[config.mk]
export PLATFORM = sky130hd
export DESIGN_NAME = ssbm_queue
export DESIGN_NICKNAME = d
export VERILOG_FILES = /design/src/rtl/ssbm_pkg.sv /design/src/rtl/ssbm_queue.sv
export SDC_FILE = /design/constraint.sdc
export NUM_CORES = 1
export LEC_CHECK = 0
export BUFFER_PORTS_ARGS = -buffer_cell sky130_fd_sc_hd__buf_4
export CAP_MARGIN = 10
export CORE_MARGIN = 10
export CORE_UTILIZATION = 38
export CTS_CLUSTER_DIAMETER = 60
export DETAILED_ROUTE_END_ITERATION = 16
export PLACE_DENSITY = 0.67
export SLEW_MARGIN = 5
export SYNTH_ARGS = -nofsm -noshare
export SYNTH_HDL_FRONTEND = slang
export SYNTH_SLANG_ARGS = --single-unit
export TNS_END_PERCENT = 5
[constraint.sdc]
create_clock -name clk -period 4.05 [get_ports clk]
set_clock_uncertainty 0.15 [all_clocks]
set_input_delay 0.6075 -clock clk [delete_from_list [all_inputs] [get_ports clk]]
set_output_delay 0.6075 -clock clk [all_outputs]
set_load 0.02 [all_outputs]
[src/rtl/ssbm_pkg.sv]
// Shared types and codes for the sparse shadow byte map.
`timescale 1ns / 1ps
package ssbm_pkg;

  localparam int ADDR_W = 32;
  localparam int BYTE_W = 8;
  localparam int OP_W   = 3;
  localparam int BIT_W  = 3;

  localparam int QUEUE_DEPTH = 2;
  localparam int QPTR_W      = 1;
  localparam int QCNT_W      = 2;

  localparam logic [OP_W-1:0] OP_READ_BYTE  = 3'd0;
  localparam logic [OP_W-1:0] OP_WRITE_BYTE = 3'd1;
  localparam logic [OP_W-1:0] OP_SET_BIT    = 3'd2;
  localparam logic [OP_W-1:0] OP_CLEAR_BIT  = 3'd3;
  localparam logic [OP_W-1:0] OP_READ_BIT   = 3'd4;

  typedef enum logic [2:0] {
    KIND_NOP,
    KIND_READ_BYTE,
    KIND_READ_BIT,
    KIND_WRITE_BYTE,
    KIND_SET_BIT,
    KIND_CLEAR_BIT
  } kind_t;

  typedef struct packed {
    kind_t              kind;
    logic [ADDR_W-1:0]  address;
    logic [BYTE_W-1:0]  write_value;
    logic [BIT_W-1:0]   bit_offset;
  } item_t;

endpackage

[src/rtl/ssbm_queue.sv]
// Two-entry item queue between the front end and the access engine.
`timescale 1ns / 1ps
module ssbm_queue (
  input  logic            clk,
  input  logic            rst_n,
  input  logic            push,
  input  ssbm_pkg::item_t push_item,
  input  logic            pop,
  output ssbm_pkg::item_t head_item,
  output logic            not_empty,
  output logic            full
);

  ssbm_pkg::item_t                   entry_r [ssbm_pkg::QUEUE_DEPTH];
  logic [ssbm_pkg::QPTR_W-1:0]       wr_ptr_r, wr_ptr_nxt;
  logic [ssbm_pkg::QPTR_W-1:0]       rd_ptr_r, rd_ptr_nxt;
  logic [ssbm_pkg::QCNT_W-1:0]       cnt_r, cnt_nxt;

  assign not_empty = (cnt_r != '0);
  assign full      = (cnt_r == ssbm_pkg::QCNT_W'(ssbm_pkg::QUEUE_DEPTH));
  assign head_item = entry_r[rd_ptr_r];

  always_comb begin
    wr_ptr_nxt = push ? wr_ptr_r + 1'b1 : wr_ptr_r;
    rd_ptr_nxt = pop  ? rd_ptr_r + 1'b1 : rd_ptr_r;
    cnt_nxt    = cnt_r;
    if (push && !pop) begin
      cnt_nxt = cnt_r + 1'b1;
    end else if (pop && !push) begin
      cnt_nxt = cnt_r - 1'b1;
    end
  end

  always_ff @(posedge clk) begin
    if (!rst_n) begin
      wr_ptr_r <= '0;
      rd_ptr_r <= '0;
      cnt_r    <= '0;
    end else begin
      wr_ptr_r <= wr_ptr_nxt;
      rd_ptr_r <= rd_ptr_nxt;
      cnt_r    <= cnt_nxt;
    end
  end

  always_ff @(posedge clk) begin
    if (push) begin
      entry_r[wr_ptr_r] <= push_item;
    end
  end

endmodule

==> PnR_summary.wiki <==
{| class="wikitable"
! Metric !! Value
|-
| Number of antenna violations at the first check in global routing || 0
|-
| Synthesis-stage register bit count || 97
|-
| Combined buffer and inverter count along the critical path || 1
|-
| IO Pins || 98
|-
| Quantity of hold-fixing buffers added after cts || 0
|-
| Routability cong. || 0.638
|-
| Wire length of the first global-routing pass || 10.4 mm
|-
| Maximum clock path buffer count || 2
|-
| Most used cells in the layout excluding fill and tap cells || 98 x sky130_fd_sc_hd__buf_4, 92 x sky130_fd_sc_hd__edfxtp_1, 46 x sky130_fd_sc_hd__mux2_2, 9 x sky130_fd_sc_hd__clkbuf_8, 4 x sky130_fd_sc_hd__dfxtp_1
|-
| Depth of the worst hold-timing path || 1
|-
| Slowest stage cell, crit path || sky130_fd_sc_hd__dfxtp_2
|-
| Vertical die dimension || 117 um
|-
| Crit path largest cell delay || 1100 ps
|-
| Worst R2R End || entry_r[0][19]
|-
| Worst path required time || 3290 ps
|-
| Result of the run || finished, final reports clean
|-
| DR vias/cell || 4.67
|-
| Max Transition Viols Final || 0
|-
| Min cycle time layout || 2810 ps
|-
| Remaining global-route overflow || 0
|-
| Count of standard-cell rows || 35
|-
| Synthesized-area fraction occupied by xor and xnor cells || 0.00739
|-
| Combined area of all synthesized cells || 3550 um2
|-
| Worst slew margin || 0.231
|-
| Maximum level of the CTS H-tree || 3
|-
| Worst-Skew Late Latency || 340 ps
|-
| Number of different library cells in the post-synthesis netlist || 17
|-
| Number of warnings issued by yosys || 0
|-
| Met1 track demand over resource in global routing || 0.110
|-
| Area added between synthesis and finish || 29.3%
|-
| Chip Width || 117 um
|-
| Fraction of synthesized cell area taken by the top area cell type || 0.777
|-
| GRT Util Overall || 0.100
|-
| Sort of element at the start of the critical path || flip-flop
|-
| Highest attainable clock frequency || 0.355 GHz
|-
| Post-Place Setup Slack || 1550 ps
|-
| Capturing element type of the critical path || output pin
|-
| Synth area leader || sky130_fd_sc_hd__edfxtp_1
|-
| TritonCTS Sinks || 97
|-
| Top area cells in the synthesized netlist || sky130_fd_sc_hd__edfxtp_1 78%, sky130_fd_sc_hd__mux2_2 15%, sky130_fd_sc_hd__dfxtp_1 2.8%
|-
| Largest family of logic cells by synthesized area || multiplexers
|-
| Synthesized-area fraction occupied by ao, oa, aoi and oai cells || 0.00563
|-
| Largest fanout on the critical path || 46
|-
| Simple-gate share of the synthesized area || 0.0165
|-
| Period utilization || 0.695
|-
| Count of fill cells added during filler insertion || 802
|-
| Count of maximum capacitance violations || 0
|-
| Count of instances resized after the clock tree is built || 0
|-
| Die outline area || 13,600 um2
|-
| Pin count of the biggest net entering global routing || 47
|-
| Fraction of the yosys area taken by sequential cells || 0.805
|-
| Post-synthesis share of cell area spent on full adders, half adders and majority gates || 0.00352
|-
| Proportion of layout cells with a drive suffix above 1 || 0.593
|-
| Count of antenna-violating nets left after detailed routing || 0
|-
| Global routing usage on met2 || 0.166
|-
| Gr busiest metal || met2
|-
| Power per cell area || 453 nW/um2
|-
| Startpoint of the worst-slack reg-to-reg timing path || wr_ptr_r
|-
| Commonest non-fill, non-tap cell in the layout || sky130_fd_sc_hd__buf_4
|-
| Endpoint of the worst hold-timing path || entry_r[1][37]
|-
| Setup violations, final || 0
|-
| Net count after synthesis || 216
|-
| Aggregate negative setup slack || 0 ps
|-
| Clock tree from TritonCTS || done
|-
| Worst min-delay path startpoint || push_item[37]
|-
| M3 GR Usage || 0.0498
|-
| Number of port buffers || 97
|-
| Slew @ Worst Pin || 1150 ps
|-
| RSZ-0062 raised after global routing || no
|-
| Post-synthesis mux area share || 0.146
|-
| Area of the placeable core || 9150 um2
|-
| Routed wirelength normalized by instance count || 17.5 um
|-
| # DRC || 0
|-
| Setup fix buffers added after clock tree synthesis || 0
|-
| Total wire length || 6.76 mm
|-
| Crit path cell chain || mux2_2 > buf_4
|-
| Worst Reg-to-Reg Cells || 2
|-
| Number of global-route vias before repair || 2,037
|-
| N_diodes || 0
|-
| Class of the worst hold path || in2reg
|-
| Arrival time reported for the critical path endpoint || 2060 ps
|-
| Post-layout net count || 321
|-
| Final hold violation count || 0
|-
| Start-to-end type of the worst setup path || reg2out
|-
| Clk pin slew, worst setup/hold paths || 90 ps
|-
| Mean post-synth cell area || 21.5 um2
|-
| Starting DRC count in detailed routing || 50
|-
| Final worst slack || 1240 ps
|-
| Maximum resistive drop on vdd || 0.231 mV
|-
| Number of iterations in the first detailed-routing pass || 4
|-
| Power after layout || 2.08 mW
|-
| Initial Util || 0.388
|-
| Register-to-register setup slack || 2140 ps
|-
| Number of cells produced by synthesis || 165
|-
| Cell family with the largest share of critical-path delay || flip-flops
|-
| Clock buffer count from CTS || 9
|-
| Leakage component of the power || 1.71 nW
|-
| Buffer type at the clock tree root || sky130_fd_sc_hd__clkbuf_8
|-
| Number of vias in the routed layout || 1,804
|}
[routing by layer]
| metal | up-vias | wire (um) |
|---|---|---|
| met5 | - | 0 |
| li1 | 846 | - |
| met1 | 900 | 2690 |
| met2 | 56 | 3430 |
| met3 | 2 | 605 |
| met4 | 0 | 29 |
[synthesized netlist by cell type (all sizes together)]
library cell / number
or2: 1
edfxtp: 92
ha: 1
a21boi: 1
and2: 4
xnor2: 1
or3: 1
mux2: 46
o21ai: 1
xor2: 2
buf: 5
and2b: 1
o21a: 1
dfxtp: 5
inv: 1
nor2b: 2
[worst register-to-register path, delay by kind of cell, from the launching register on]
family	cells	cell delay (ps)
AND/OR/NAND/NOR	1	640
flip-flops	1	340
buffers and inverters	1	450
[cell type report]
cell class                      count  area [um2]  area share
Sequential cell                    97        2860       0.623
Timing Repair Buffer               99         756       0.164
Multi-Input combinational cell     62         644       0.140
Tap cell                          111         139      0.0302
Clock buffer                       12         135      0.0294
Clock inverter                      4        53.8      0.0117
Inverter                            1        3.75    0.000817
[logic make-up after synthesis]
kind of cell | Yosys count
flops | 97
simple gates | 9
fa+ha+maj | 1
xor+xnor | 3
buf+inv | 6
compound gates | 3
mux | 46
[per-stage QoR]
stage / util / instances / hold WS [ps] / instance area [um2]
3_3_place_gp: 0.479 / 369 / 332 / 4390
3_5_place_dp: 0.479 / 369 / 353 / 4390
2_1_floorplan: - / 165 / 311 / 3550
5_1_grt: 0.502 / 386 / 256 / 4600
4_1_cts: 0.500 / 385 / 266 / 4580
6_report: 0.502 / 386 / 289 / 4600
[registers in the layout, summed over array words and instances (netlist names), named ones only]
name and count:
cnt_r 2, entry_r 92, wr_ptr_r 1, rd_ptr_r 1
[how the worst max path moves through the flow]
| stage | startpoint | to | slack, ps | cells after the start |
|---|---|---|---|---|
| finish | flip-flop | head_item[36] | 1240 | 2 |
| global route | flip-flop | head_item[36] | 1070 | 2 |
| CTS | flip-flop | head_item[36] | 1160 | 2 |
| detailed placement | flip-flop | head_item[30] | 1550 | 2 |
| global placement | flip-flop | head_item[30] | 1540 | 2 |
| floorplan | push | entry_r[0][0] | 760 | 1 |
[where the power goes]
part           internal [mW]  total, mW  leakage, nW  switching [mW]
Clock                  0.288      0.600       0.0868           0.312
Sequential              1.16       1.19        0.905          0.0318
Combinational          0.153      0.294        0.718           0.141
Total                   1.60       2.08         1.71           0.485
Power figures use the tool's default switching activity.
